`src/ckp_pkg.sv`:
```
// Shared types, constants and word tables for the command line keyword parser.
// Used by ckp_match and command_line_keyword_parser_top; depends on nothing.
`timescale 1ns / 1ps

package ckp_pkg;

    localparam int NUM_CMDS   = 2;
    localparam int NUM_PARS   = 6;
    localparam int WORD_CHARS = 15;

    // Character position saturates at 31, so five bits hold it.
    localparam int POS_W = 5;
    localparam logic [POS_W-1:0] POS_MAX = {POS_W{1'b1}};
    localparam int IDX_W = (WORD_CHARS > 1) ? $clog2(WORD_CHARS) : 1;

    // Fixed widths of the result fields.
    localparam int STATUS_W = 2;
    localparam int FORM_W   = 2;
    localparam int CMD_W    = 1;
    localparam int PAR_W    = 3;

    localparam logic [7:0] CH_NUL  = 8'h00;
    localparam logic [7:0] CH_DASH = 8'h2D;
    localparam logic [7:0] CH_EQ   = 8'h3D;

    localparam logic [STATUS_W-1:0] ST_OK      = 2'd0;
    localparam logic [STATUS_W-1:0] ST_EMPTY   = 2'd1;
    localparam logic [STATUS_W-1:0] ST_UNKNOWN = 2'd2;

    localparam logic [FORM_W-1:0] FORM_NAME     = 2'd0;
    localparam logic [FORM_W-1:0] FORM_PAR      = 2'd1;
    localparam logic [FORM_W-1:0] FORM_VAL      = 2'd2;
    localparam logic [FORM_W-1:0] FORM_PAR_VAL  = 2'd3;

    typedef enum logic [1:0] {
        PH_NAME = 2'd0,
        PH_PAR  = 2'd1,
        PH_VAL  = 2'd2
    } t_phase;

    // Characters of a word, first character in element 0, padded with zeros.
    typedef logic [WORD_CHARS-1:0][7:0] t_chars;

    typedef struct packed {
        logic [POS_W-1:0] len;
        t_chars           chars;
    } t_word;

    typedef struct packed {
        logic [PAR_W-1:0]    par_index;
        logic [CMD_W-1:0]    cmd_index;
        logic [FORM_W-1:0]   form;
        logic [STATUS_W-1:0] status;
    } t_res;

    // String literals are written reversed so that the first character lands
    // in element 0 of the packed array.
    localparam t_word CMD_WORDS [NUM_CMDS] = '{
        '{len: 5'd5, chars: t_chars'("00dmc")},
        '{len: 5'd5, chars: t_chars'("10dmc")}
    };

    localparam t_word PAR_WORDS [NUM_CMDS][NUM_PARS] = '{
        '{
            '{len: 5'd5, chars: t_chars'("00cba")},
            '{len: 5'd5, chars: t_chars'("10fed")},
            '{len: 5'd2, chars: t_chars'("20")},
            '{len: 5'd2, chars: t_chars'("30")},
            '{len: 5'd2, chars: t_chars'("40")},
            '{len: 5'd2, chars: t_chars'("50")}
        },
        '{
            '{len: 5'd5, chars: t_chars'("01cba")},
            '{len: 5'd5, chars: t_chars'("11fed")},
            '{len: 5'd2, chars: t_chars'("21")},
            '{len: 5'd2, chars: t_chars'("31")},
            '{len: 5'd2, chars: t_chars'("41")},
            '{len: 5'd2, chars: t_chars'("51")}
        }
    };

    // A word stays alive while it has the given character at this position.
    function automatic logic keep_on_char(t_word w, logic [POS_W-1:0] pos, logic [7:0] ch);
        logic in_range;
        in_range = (pos < POS_W'(WORD_CHARS)) && (pos < w.len);
        return in_range && (w.chars[pos[IDX_W-1:0]] == ch);
    endfunction

    // At the end of a fragment a word matches only if its length is the fragment's.
    function automatic logic keep_at_end(t_word w, logic [POS_W-1:0] pos);
        return (w.len == pos) && (w.len <= POS_W'(WORD_CHARS));
    endfunction

endpackage

```
`src/command_line_keyword_parser_top.sv`:
```
// Top level of the command line keyword parser: stream ports, input and result registers.
// Depends on ckp_pkg and ckp_match.
`timescale 1ns / 1ps

// The parser takes one character per beat on the slave stream and sustains one
// beat per clock cycle unless a zero byte is held back. Each character sits in
// an input register, then the match logic compares it in parallel against every
// command and parameter word and updates the match state. A zero byte ends the
// line; its result is loaded into the output register as that byte leaves the
// input register, and the match state is reset at the same time, so the next line
// may follow at once. Characters other than the zero byte never produce a result
// and are never held back by the master side; only a zero byte waits while an
// earlier result has not yet been taken. The result gives a status (recognized,
// empty line or fragment, unknown), the line's form (name, name and parameter,
// name and value, all three), and the matched command and parameter indices,
// which read zero unless the status is recognized. Value text is consumed but
// only its presence is reported. Words longer than fifteen characters never match.

module command_line_keyword_parser_top (
    input  logic       i_clk,
    input  logic       i_rst_n,
    input  logic       s_axis_tvalid,
    output logic       s_axis_tready,
    input  logic [7:0] s_axis_tdata,   // [7:0] ch
    output logic       m_axis_tvalid,
    input  logic       m_axis_tready,
    output logic [7:0] m_axis_tdata    // [1:0] status, [3:2] form, [4] cmd_index,
                                       // [7:5] par_index
);

    logic          r_in_vld;
    logic [7:0]    r_in_ch;
    logic          r_out_vld;
    ckp_pkg::t_res r_out_res;

    logic          w_res_free;
    logic          w_fire;
    logic          w_line_end;
    ckp_pkg::t_res w_res;

    // The result register can take a new beat when it is empty or being drained.
    assign w_res_free    = !r_out_vld || m_axis_tready;
    assign w_line_end    = (r_in_ch == ckp_pkg::CH_NUL);
    assign w_fire        = r_in_vld && (!w_line_end || w_res_free);
    assign s_axis_tready = !r_in_vld || w_fire;

    always_ff @(posedge i_clk) begin
        if (!i_rst_n) begin
            r_in_vld <= 1'b0;
        end else if (s_axis_tready) begin
            r_in_vld <= s_axis_tvalid;
        end
    end

    always_ff @(posedge i_clk) begin
        if (s_axis_tvalid && s_axis_tready) begin
            r_in_ch <= s_axis_tdata;
        end
    end

    ckp_match u_match (
        .i_clk   (i_clk),
        .i_rst_n (i_rst_n),
        .i_fire  (w_fire),
        .i_ch    (r_in_ch),
        .o_res   (w_res)
    );

    always_ff @(posedge i_clk) begin
        if (!i_rst_n) begin
            r_out_vld <= 1'b0;
        end else if (w_fire && w_line_end) begin
            r_out_vld <= 1'b1;
        end else if (m_axis_tready) begin
            r_out_vld <= 1'b0;
        end
    end

    always_ff @(posedge i_clk) begin
        if (w_fire && w_line_end) begin
            r_out_res <= w_res;
        end
    end

    assign m_axis_tvalid = r_out_vld;
    assign m_axis_tdata  = r_out_res;

endmodule

```
`src/ckp_match.sv`:
```
// Match state and per-character update logic of the keyword parser.
// Depends on ckp_pkg for the word tables, phase type and result struct.
`timescale 1ns / 1ps

module ckp_match (
    input  logic          i_clk,
    input  logic          i_rst_n,
    input  logic          i_fire,
    input  logic [7:0]    i_ch,
    output ckp_pkg::t_res o_res
);

    ckp_pkg::t_phase                r_phase, n_phase;
    logic [ckp_pkg::POS_W-1:0]      r_pos, n_pos;
    logic [ckp_pkg::NUM_CMDS-1:0]   r_name_alive, n_name_alive;
    logic [ckp_pkg::NUM_CMDS-1:0][ckp_pkg::NUM_PARS-1:0] r_par_alive, n_par_alive;
    logic                           r_frag, n_frag;
    logic                           r_pseen, n_pseen;

    logic [ckp_pkg::NUM_CMDS-1:0]   w_name_feed, w_name_end, w_name_fin;
    logic [ckp_pkg::NUM_CMDS-1:0][ckp_pkg::NUM_PARS-1:0] w_par_feed, w_par_end, w_par_fin;
    logic [ckp_pkg::POS_W-1:0]      w_pos_inc;

    always_comb begin
        for (int c = 0; c < ckp_pkg::NUM_CMDS; c++) begin
            w_name_feed[c] = r_name_alive[c] &
                             ckp_pkg::keep_on_char(ckp_pkg::CMD_WORDS[c], r_pos, i_ch);
            w_name_end[c]  = r_name_alive[c] &
                             ckp_pkg::keep_at_end(ckp_pkg::CMD_WORDS[c], r_pos);
            for (int p = 0; p < ckp_pkg::NUM_PARS; p++) begin
                w_par_feed[c][p] = r_par_alive[c][p] &
                    ckp_pkg::keep_on_char(ckp_pkg::PAR_WORDS[c][p], r_pos, i_ch);
                w_par_end[c][p]  = r_par_alive[c][p] &
                    ckp_pkg::keep_at_end(ckp_pkg::PAR_WORDS[c][p], r_pos);
            end
        end
        w_name_fin = (r_phase == ckp_pkg::PH_NAME) ? w_name_end : r_name_alive;
        w_par_fin  = (r_phase == ckp_pkg::PH_PAR)  ? w_par_end  : r_par_alive;
        w_pos_inc  = (r_pos == ckp_pkg::POS_MAX) ? r_pos : r_pos + 1'b1;
    end

    // Next state.
    always_comb begin
        n_phase      = r_phase;
        n_pos        = r_pos;
        n_name_alive = r_name_alive;
        n_par_alive  = r_par_alive;
        n_frag       = r_frag;
        n_pseen      = r_pseen;
        if (i_fire) begin
            if (i_ch == ckp_pkg::CH_NUL) begin
                n_phase      = ckp_pkg::PH_NAME;
                n_pos        = '0;
                n_name_alive = '1;
                n_par_alive  = '1;
                n_frag       = 1'b0;
                n_pseen      = 1'b0;
            end else begin
                unique case (r_phase)
                    ckp_pkg::PH_NAME: begin
                        if (i_ch == ckp_pkg::CH_DASH || i_ch == ckp_pkg::CH_EQ) begin
                            n_name_alive = w_name_end;
                            n_phase = (i_ch == ckp_pkg::CH_DASH) ? ckp_pkg::PH_PAR
                                                                 : ckp_pkg::PH_VAL;
                            n_pseen = (i_ch == ckp_pkg::CH_DASH);
                            n_pos   = '0;
                            n_frag  = 1'b0;
                        end else begin
                            n_name_alive = w_name_feed;
                            n_pos        = w_pos_inc;
                            n_frag       = 1'b1;
                        end
                    end
                    ckp_pkg::PH_PAR: begin
                        if (i_ch == ckp_pkg::CH_EQ) begin
                            n_par_alive = w_par_end;
                            n_phase     = ckp_pkg::PH_VAL;
                            n_pos       = '0;
                            n_frag      = 1'b0;
                        end else begin
                            n_par_alive = w_par_feed;
                            n_pos       = w_pos_inc;
                            n_frag      = 1'b1;
                        end
                    end
                    ckp_pkg::PH_VAL: begin
                        n_frag = 1'b1;
                    end
                    default: begin
                        n_phase = r_phase;
                    end
                endcase
            end
        end
    end

    always_ff @(posedge i_clk) begin
        if (!i_rst_n) begin
            r_phase      <= ckp_pkg::PH_NAME;
            r_pos        <= '0;
            r_name_alive <= '1;
            r_par_alive  <= '1;
            r_frag       <= 1'b0;
            r_pseen      <= 1'b0;
        end else begin
            r_phase      <= n_phase;
            r_pos        <= n_pos;
            r_name_alive <= n_name_alive;
            r_par_alive  <= n_par_alive;
            r_frag       <= n_frag;
            r_pseen      <= n_pseen;
        end
    end

    // Result of a line that ends with the current state; lowest index wins.
    always_comb begin
        logic                      cmd_found;
        logic [ckp_pkg::CMD_W-1:0] cmd_idx;
        logic                      par_found;
        logic [ckp_pkg::PAR_W-1:0] par_idx;
        logic [ckp_pkg::FORM_W-1:0] form;

        cmd_found = 1'b0;
        cmd_idx   = '0;
        for (int c = ckp_pkg::NUM_CMDS - 1; c >= 0; c--) begin
            if (w_name_fin[c]) begin
                cmd_found = 1'b1;
                cmd_idx   = ckp_pkg::CMD_W'(c);
            end
        end
        par_found = 1'b0;
        par_idx   = '0;
        for (int p = ckp_pkg::NUM_PARS - 1; p >= 0; p--) begin
            if (w_par_fin[cmd_idx][p]) begin
                par_found = 1'b1;
                par_idx   = ckp_pkg::PAR_W'(p);
            end
        end

        unique case (r_phase)
            ckp_pkg::PH_NAME: form = ckp_pkg::FORM_NAME;
            ckp_pkg::PH_PAR:  form = ckp_pkg::FORM_PAR;
            ckp_pkg::PH_VAL:  form = r_pseen ? ckp_pkg::FORM_PAR_VAL : ckp_pkg::FORM_VAL;
            default:          form = ckp_pkg::FORM_NAME;
        endcase

        o_res = '0;
        if (!r_frag) begin
            o_res.status = ckp_pkg::ST_EMPTY;
        end else if (!cmd_found || (r_pseen && !par_found)) begin
            o_res.status = ckp_pkg::ST_UNKNOWN;
            o_res.form   = form;
        end else begin
            o_res.status    = ckp_pkg::ST_OK;
            o_res.form      = form;
            o_res.cmd_index = cmd_idx;
            o_res.par_index = r_pseen ? par_idx : '0;
        end
    end

endmodule

```
`config.mk`:
```
export PLATFORM = sky130hd
export DESIGN_NAME = command_line_keyword_parser_top
export DESIGN_NICKNAME = d
export VERILOG_FILES = /design/src/ckp_pkg.sv /design/src/command_line_keyword_parser_top.sv /design/src/ckp_match.sv
export SDC_FILE = /design/constraint.sdc
export NUM_CORES = 1
export LEC_CHECK = 0
export ABC_CLOCK_PERIOD_IN_PS = 2900
export BUFFER_PORTS_ARGS = -buffer_cell sky130_fd_sc_hd__buf_2
export CAP_MARGIN = 40
export CELL_PAD_IN_SITES_DETAIL_PLACEMENT = 0
export CELL_PAD_IN_SITES_GLOBAL_PLACEMENT = 1
export CORE_ASPECT_RATIO = 1.4
export CORE_MARGIN = 4
export CORE_UTILIZATION = 45
export CTS_CLUSTER_SIZE = 12
export DETAILED_ROUTE_END_ITERATION = 10
export GPL_TIMING_DRIVEN = 0
export PLACE_DENSITY = 0.87
export SLEW_MARGIN = 20
export SYNTH_ARGS = -nofsm -noshare
export SYNTH_HDL_FRONTEND = slang
export SYNTH_HIERARCHICAL = 1
export SYNTH_SLANG_ARGS = --single-unit
```
`constraint.sdc`:
```
create_clock -name i_clk -period 2.9 [get_ports i_clk]
set_input_delay 0.58 -clock i_clk [delete_from_list [all_inputs] [get_ports i_clk]]
set_output_delay 0.58 -clock i_clk [all_outputs]
set_load 0.03 [all_outputs]
```
==> results_dict.tcl, run 1 <==
set metrics [dict create \
    dr.pass1.iters 4 \
    cts.sinks 59 \
    worstSetupStartpointType "register" \
    cts_hold_buf 0 \
    yosysWarningCount 6 \
    die_w_um 77.4 \
    dp_hpwl_um 4930 \
    n_antenna_cell 0 \
    grt_max_degree 12 \
    grt_pass1_vias 2293 \
    setup_violations 0 \
    hold_depth 1 \
    power_mw 1.83 \
    hp-class "in2reg" \
    drc_errors 0 \
    synth_mux_area_frac 0.0165 \
    fmaxAchievable_mhz 364 \
    synth_seq_cells 59 \
    clkTransAtPathRegs_ns 0.07 \
    num_rows 35 \
    synth-edff-count 16 \
    clk_latency_ns 0.34 \
    synth_top_family_by_area "simple AND/OR/NAND/NOR gates" \
    p_leak_nw 1.40 \
    synth_top_area_cell "dfxtp_1" \
    synth-simple-area-share 0.229 \
    num-nets-final 377 \
    synth_top_area_share 0.284 \
    initial_core_util 0.462 \
    yosys-top-cells-area "dfxtp_1 (28%), edfxtp_1 (16%), ha_1 (4.5%)" \
    antenna_found_initial 0 \
    path_class "reg2reg" \
    synthDistinctLibCells 65 \
    top_layer "met4" \
    reg2reg_depth 11 \
    synth_xor_area_frac 0.0578 \
    track_usage 0.167 \
    final_cell_mix "dfxtp_1 (43), nand2_1 (27), nor2_1 (25), buf_2 (24), o21ai_0 (21)" \
    regToRegStartpoint "r_in_ch[4]" \
    clock_skew_ns 0.00555 \
    overflow 0 \
    period_minus_slack_ns 2.75 \
    dr_wl_met2_um 3530 \
    place_area_mm2 0.00323 \
    area_delta_synth_final_pct 17.0 \
    synth_area_per_cell_um2 9.57 \
    coreArea_mm2 0.00657 \
    die_y_um 105 \
    slew-limit-headroom 0.496 \
    vias 2392 \
    drive_gt1_frac 0.206 \
    fillerInstances 582 \
    port_buffers 21 \
    detail_route.wl_per_cell_um 14.9 \
    multi_input_area_mm2 0.00164 \
    setup_slack_ns 0.150 \
    startpoint "r_in_ch[4]" \
    min-delay-start "s_axis_tdata[3]" \
    rsz0062_at_grt "false" \
    syn_inst 317 \
    design_area_mm2 0.00355 \
    drt_iter0_drc 132 \
    hold_violations 0 \
    status "finished, final reports clean" \
    crit_arrival_ns 2.97 \
    power_density_mw_per_mm2 517 \
    drt-met1-wl_um 2490 \
    synthArstFlopShare 0 \
    drt_wl_total_um 6470 \
    ant_nets 0 \
    routed_via_density 5.52 \
    min_to "r_in_ch[3]" \
    place_ws_ns -0.294 \
    critPathCaptureType "register" \
    worstMarginPinSlew_ns 0.746 \
    synth_fp_nets 340 \
    post-route-period-util 0.948 \
    max_cap_viol_count 0 \
    slew_viol_final 0 \
    syn_area_mm2 0.00303 \
    clock-root-buffer "clkbuf_8" \
    synth-main-ff-cell "dfxtp_1" \
    pin_count 22 \
    setup_tns_ns 0 \
    synthAdderAreaFrac 0.0454 \
    yosysSeqAreaShare 0.442 \
    fin_util 0.540 \
    gp_congestion 0.842 \
    irDropWorstVdd_v 0.000332 \
    regArea_mm2 0.00134 \
    ctsHtreeMaxLevel 3 \
    r2r_setup_slack_ns 0.15 \
    wl_met3_um 266 \
    clk_path_buf_depth 2 \
    grt_pass1_wl_um 10600 \
    cts_tree "done" \
    layout_commonest_cell "dfxtp_1" \
    numCtsBuffers 9 \
    synth_compound_area_frac 0.170 \
    dieArea_mm2 0.00814 \
    critPathMaxFanout 8 \
    required_ns 3.12 \
]
## worst max-delay path by stage
stage | depth (start not counted) | slack, ns | to
after floorplan | 11 | 0.29 | register
after global placement | 11 | -0.25 | register
after detailed placement | 11 | -0.29 | register
after CTS | 10 | 0.0007 | register
after global routing | 11 | 0.03 | register
final | 11 | 0.15 | register
## per-layer routing
layer  up-vias  track usage
li1       1220            -
met1      1098        0.166
met2        59        0.308
met3        15       0.0500
met4         0       0.0865
met5         -            0
## metrics by stage
stage | hold slack, ns | cells
after global placement | 0.450 | 412
after detailed placement | 0.454 | 412
after CTS | 0.395 | 431
after global routing | 0.395 | 433
final | 0.412 | 433
after floorplan | 0.439 | 317
## synthesized netlist by cell type (3+ instances only)
library cell	instances
buf_2	3
xnor2_1	6
nor2_1	27
o21ai_0	21
nand4_1	5
edfxtp_1	16
mux2i_1	5
and2_1	4
dfxtp_1	43
and3_1	6
clkbuf_1	3
ha_1	11
xor2_1	14
nand2b_1	5
nor3_1	11
nand2_1	27
or3_1	6
nand3_1	13
inv_1	16
a21oi_1	16
## what timing repair did
item	4_1_cts	5_1_grt
resized for setup	5	6
pin swaps	2	1
setup buffers	3	2
endpoints found under the setup margin	5	2
## power breakdown
| group | internal [mW] | leakage, nW | switching, mW |
|---|---|---|---|
| clock network | 0.437 | 0.109 | 0.326 |
| logic | 0.0705 | 0.791 | 0.0924 |
| registers | 0.875 | 0.502 | 0.0311 |
| total | 1.38 | 1.40 | 0.449 |
## kinds of logic (layout without fill, tap and decap cells)
logic type | after synthesis | after routing
flops | 59 | 59
mux | 5 | 5
xor+xnor | 20 | 20
buf+inv | 26 | 68
fa+ha+maj | 11 | 11
compound gates | 72 | 72
simple gates | 124 | 124
## critical path: stages (launching register included)
cell	delay [ns]
edfxtp_1	0.42
buf_2	0.22
nor3_4	0.21
a311o_2	0.24
and2_1	0.13
buf_4	0.15
nand3_4	0.12
o32ai_4	0.31
inv_1	0.14
ha_2	0.24
o221a_2	0.24
and3_1	0.20
## area by class of cell
class,instances,share of cell area
multi-input cells,232,0.462
clock inverters,4,0.00776
plain buffers,10,0.0159
inverters,16,0.0169
clock buffers,12,0.0529
repair buffers,26,0.0402
well taps,74,0.0261
flip-flops and latches,59,0.378
(Power assumes the default switching activity.)
==> run 2: changes to the inputs <==
CTS_CLUSTER_DIAMETER = 100   (was unset)
GPL_TIMING_DRIVEN = unset   (was 0)
==> results_dict.tcl, run 2 (synthesis gave the netlist of run 1 again) <==
set metrics [dict create \
    status "finished, final reports clean" \
    reg2reg_depth 9 \
    dp_hpwl_um 5030 \
    clk_path_buf_depth 2 \
    worstSetupStartpointType "register" \
    post-route-period-util 0.914 \
    cts.repair.resized 0 \
    clk_latency_ns 0.34 \
    coreArea_mm2 0.00657 \
    overflow 0 \
    hp-class "in2reg" \
    r2r_setup_slack_ns 0.25 \
    drt_wl_total_um 6540 \
    n_antenna_cell 0 \
    drt_iter0_drc 151 \
    power_density_mw_per_mm2 504 \
    grt_pass1_vias 2412 \
    cts_tree "done" \
    p_sw_mw 0.418 \
    fin_cells 430 \
    layout_commonest_cell "dfxtp_1" \
    slew_viol_final 0 \
    fmaxAchievable_mhz 377 \
    setup_violations 0 \
    irDropWorstVdd_v 0.000311 \
    dieArea_mm2 0.00814 \
    hold_depth 1 \
    ctsHtreeMaxLevel 3 \
    pin_count 22 \
    path_class "reg2reg" \
    regToRegStartpoint "r_in_ch[2]" \
    worstMarginPinSlew_ns 0.641 \
    min-delay-start "s_axis_tdata[3]" \
    setup_tns_ns 0 \
    port_buffers 21 \
    die_w_um 77.4 \
    cpPeakStageDelay_ns 0.55 \
    pwr-share-comb 0.086 \
    crit_chain "nor2_1 -> a311o_2 -> and2_1 -> nand3_4 -> o32ai_4 -> inv_1 -> ha_1 -> o221a_2 -> and3_1" \
    dr.pass1.iters 4 \
    critPathCaptureType "register" \
    switching_share 0.240 \
    crit_arrival_ns 2.88 \
    track_usage 0.174 \
    drive_gt1_frac 0.191 \
    ant_nets 0 \
    clkTransAtPathRegs_ns 0.07 \
    required_ns 3.13 \
    max_cap_viol_count 0 \
    min_to "r_in_ch[3]" \
    critPathMaxFanout 10 \
    area_delta_synth_final_pct 13.7 \
    vias 2436 \
    cts_setup_buffers 0 \
    drc_errors 0 \
    detail_route.wl_per_cell_um 15.2 \
    clock_skew_ns 0.0112 \
    slew-limit-headroom 0.570 \
    num_rows 35 \
    num-nets-final 374 \
    slowest_stage "edfxtp_1" \
    grt_max_degree 15 \
    routed_via_density 5.67 \
    final_cell_mix "dfxtp_1 (43), nand2_1 (27), nor2_1 (27), buf_2 (21), o21ai_0 (21)" \
    grt_pass1_wl_um 11200 \
    initial_core_util 0.462 \
    dp_cells 413 \
    gp_congestion 0.869 \
    cts.sinks 59 \
    rsz0062_at_grt "false" \
    numCtsBuffers 9 \
    p_int_mw 1.32 \
    period_minus_slack_ns 2.65 \
    cts_hold_buf 0 \
    clockPowerShare 0.391 \
    p_leak_nw 1.38 \
    die_y_um 105 \
    antenna_found_initial 0 \
    seqPwrFrac 0.523 \
    clock-root-buffer "clkbuf_8" \
    hold_violations 0 \
]
-- run 2: cell type report --
class	count	area, µm²
timing repair buffer	33	195
clock inverter	2	10.0
sequential	59	1340
inverter	16	60.1
clock buffer	14	173
multi-input combinational	232	1580
tap	74	92.6
fill	603	3120
-- run 2: worst max-delay path: cells and delay by family (launching register included) --
family	cells	cell delay, ns
and+or+nand+nor	4	0.83
AOI/OAI and AO/OA	3	0.77
DFF	1	0.55
adders and majority gates	1	0.25
buffers and inverters	1	0.13
-- run 2: worst max-delay path by stage --
stage                    start       end  slack (ns)  cells past startpoint
floorplan           r_in_ch[1]  register        0.29                     11
global placement    r_in_ch[2]  register        0.37                      9
detailed placement  r_in_ch[4]  register        0.30                      9
CTS                 r_in_ch[4]  register        0.27                      9
global route        r_in_ch[4]  register        0.06                      9
finish              r_in_ch[2]  register        0.25                      9
-- run 2: power groups by stage --
stage	clock network, mW	registers (mW)	logic (mW)
5_1_grt	0.742	0.914	0.167
3_3_place_gp	0	0.927	0.145
3_5_place_dp	0	0.928	0.148
6_report	0.680	0.910	0.149
4_1_cts	0.696	0.910	0.149
2_1_floorplan	0	0.916	0.112
-- run 2: through the flow --
| stage | power (mW) | util | cell area [µm²] | hold WS, ns | setup slack [ns] |
|---|---|---|---|---|---|
| floorplan | 1.03 | - | 3030 | 0.439 | 0.288 |
| global placement | 1.07 | 0.496 | 3260 | 0.445 | 0.371 |
| detailed placement | 1.08 | 0.496 | 3260 | 0.456 | 0.304 |
| CTS | 1.75 | 0.524 | 3440 | 0.402 | 0.268 |
| global route | 1.82 | 0.525 | 3450 | 0.398 | 0.0568 |
| finish | 1.74 | 0.525 | 3450 | 0.413 | 0.249 |
-- run 2: routing by layer --
| metal | global-route usage | share of wire | vias to the layer above |
|---|---|---|---|
| li1 | - | - | 1210 |
| met1 | 0.177 | 0.37 | 1134 |
| met2 | 0.310 | 0.53 | 68 |
| met3 | 0.0414 | 0.054 | 24 |
| met4 | 0.118 | 0.047 | 0 |
| met5 | 0 | 0 | - |
==> run 3: changes to the inputs <==
ABC_CLOCK_PERIOD_IN_PS = 2500   (was 2900)
clock period = 2.5 ns   (was 2.9 ns; I/O delays follow)
==> results_dict.tcl, run 3 (synthesis gave the netlist of run 1 again) <==
set metrics [dict create \
    max_cap_viol_count 0 \
    p_leak_nw 1.46 \
    path_class "reg2reg" \
    num-nets-final 386 \
    status "finished, final reports clean" \
    irDropWorstVdd_v 0.000479 \
    design_area_mm2 0.00359 \
    area_delta_synth_final_pct 18.2 \
    drc_errors 0 \
    pin_count 22 \
    cts.repair.resized 0 \
    dr.pass1.iters 4 \
    clock_skew_ns 0.00927 \
    drt_wl_total_um 6680 \
    numCtsBuffers 9 \
    crit_arrival_ns 2.61 \
    ctsHtreeMaxLevel 3 \
    crit_chain "nor3_4 -> a311o_2 -> and2_1 -> nand3_4 -> o32ai_4 -> inv_2 -> ha_4 -> o221a_2 -> and3_1" \
    required_ns 2.73 \
    antenna_found_initial 0 \
    setup_tns_ns 0 \
    die_w_um 77.4 \
    period_minus_slack_ns 2.38 \
    grt_max_degree 15 \
    post-route-period-util 0.952 \
    rsz0062_at_grt "false" \
    ant_nets 0 \
    cts.sinks 59 \
    cts_hold_buf 0 \
    grt_pass1_vias 2469 \
    initial_core_util 0.462 \
    coreArea_mm2 0.00657 \
    hold_violations 0 \
    n_antenna_cell 0 \
    path_delay_family "compound AO/OA/AOI/OAI gates" \
    overflow 0 \
    dieArea_mm2 0.00814 \
    vias 2467 \
    track_usage 0.177 \
    clk_latency_ns 0.34 \
    r2r_setup_slack_ns 0.12 \
    slew_viol_final 0 \
    die_y_um 105 \
    num_rows 35 \
    hp-class "in2reg" \
    detail_route.wl_per_cell_um 15.1 \
    fmaxAchievable_mhz 420 \
    cp.buffers_inverters 1 \
    critPathCaptureType "register" \
    dp_hpwl_um 5290 \
    worstSetupStartpointType "register" \
    final_cell_mix "dfxtp_1 (43), nand2_1 (27), nor2_1 (25), buf_4 (24)" \
    cpPeakStageDelay_ns 0.50 \
    cts_tree "done" \
    layout_commonest_cell "dfxtp_1" \
    power_density_mw_per_mm2 593 \
    cts_setup_buffers 0 \
    critPathMaxFanout 5 \
    slew-limit-headroom 0.605 \
    clock-root-buffer "clkbuf_8" \
    routed_via_density 5.58 \
    slowest_stage "edfxtp_1" \
    gp_congestion 0.912 \
    clk_path_buf_depth 2 \
    drt_iter0_drc 148 \
    grt_pass1_wl_um 11200 \
    port_buffers 21 \
    place_area_mm2 0.00337 \
    drive_gt1_frac 0.231 \
    clkTransAtPathRegs_ns 0.07 \
    worstMarginPinSlew_ns 0.587 \
    setup_violations 0 \
]
run 3: changes by cell type in the layout (fill, tap and decap cells not counted), moves of 2 or more:
cell | before | now
buf_4 | 11 | 24
clkbuf_8 | 12 | 9
nor2_1 | 27 | 25
nor2_2 | 0 | 2
run 3: area by class of cell:
type                            count  area, µm²
Multi-Input combinational cell    232       1600
Clock buffer                       12        156
Sequential cell                    59       1340
Fill cell                         594       2980
Timing Repair Buffer               45        285
Tap cell                           74       92.6
Clock inverter                      4       46.3
Inverter                           16       60.1
run 3: layer usage:
metal  up-vias  global-route usage  share of wire  wire length, µm
li1       1239                   -              -                -
met1      1148               0.178           0.39             2620
met2        61               0.323           0.54             3590
met3        19              0.0388          0.036              241
met4         0               0.112          0.034              227
met5         -                   0              0                0
run 3: worst paths after layout:
check,from,to,depth (start not counted)
setup / recovery,r_in_ch[0],register,9
setup reg to reg,r_in_ch[0],register,9
hold / removal,s_axis_tdata[3],r_in_ch[3],1
hold reg to reg,u_match/r_par_alive[7],u_match/r_par_alive[7],2
run 3: metrics by stage:
step,hold slack [ns],power [mW],util,instances,worst slack (ns)
after floorplan,0.439,1.20,-,317,0.000238
after CTS,0.318,2.14,0.544,442,0.0972
after global placement,0.446,1.25,0.513,426,0.173
final,0.327,2.13,0.546,442,0.121
after global routing,0.315,2.22,0.546,442,0.00800
after detailed placement,0.456,1.26,0.513,426,0.111
run 3: report_power, final:
group          internal, mW  switching, mW  leakage, nW  total (mW)
logic                0.0860          0.105        0.850       0.191
registers              1.02         0.0361        0.502        1.05
clock network         0.518          0.366        0.106       0.884
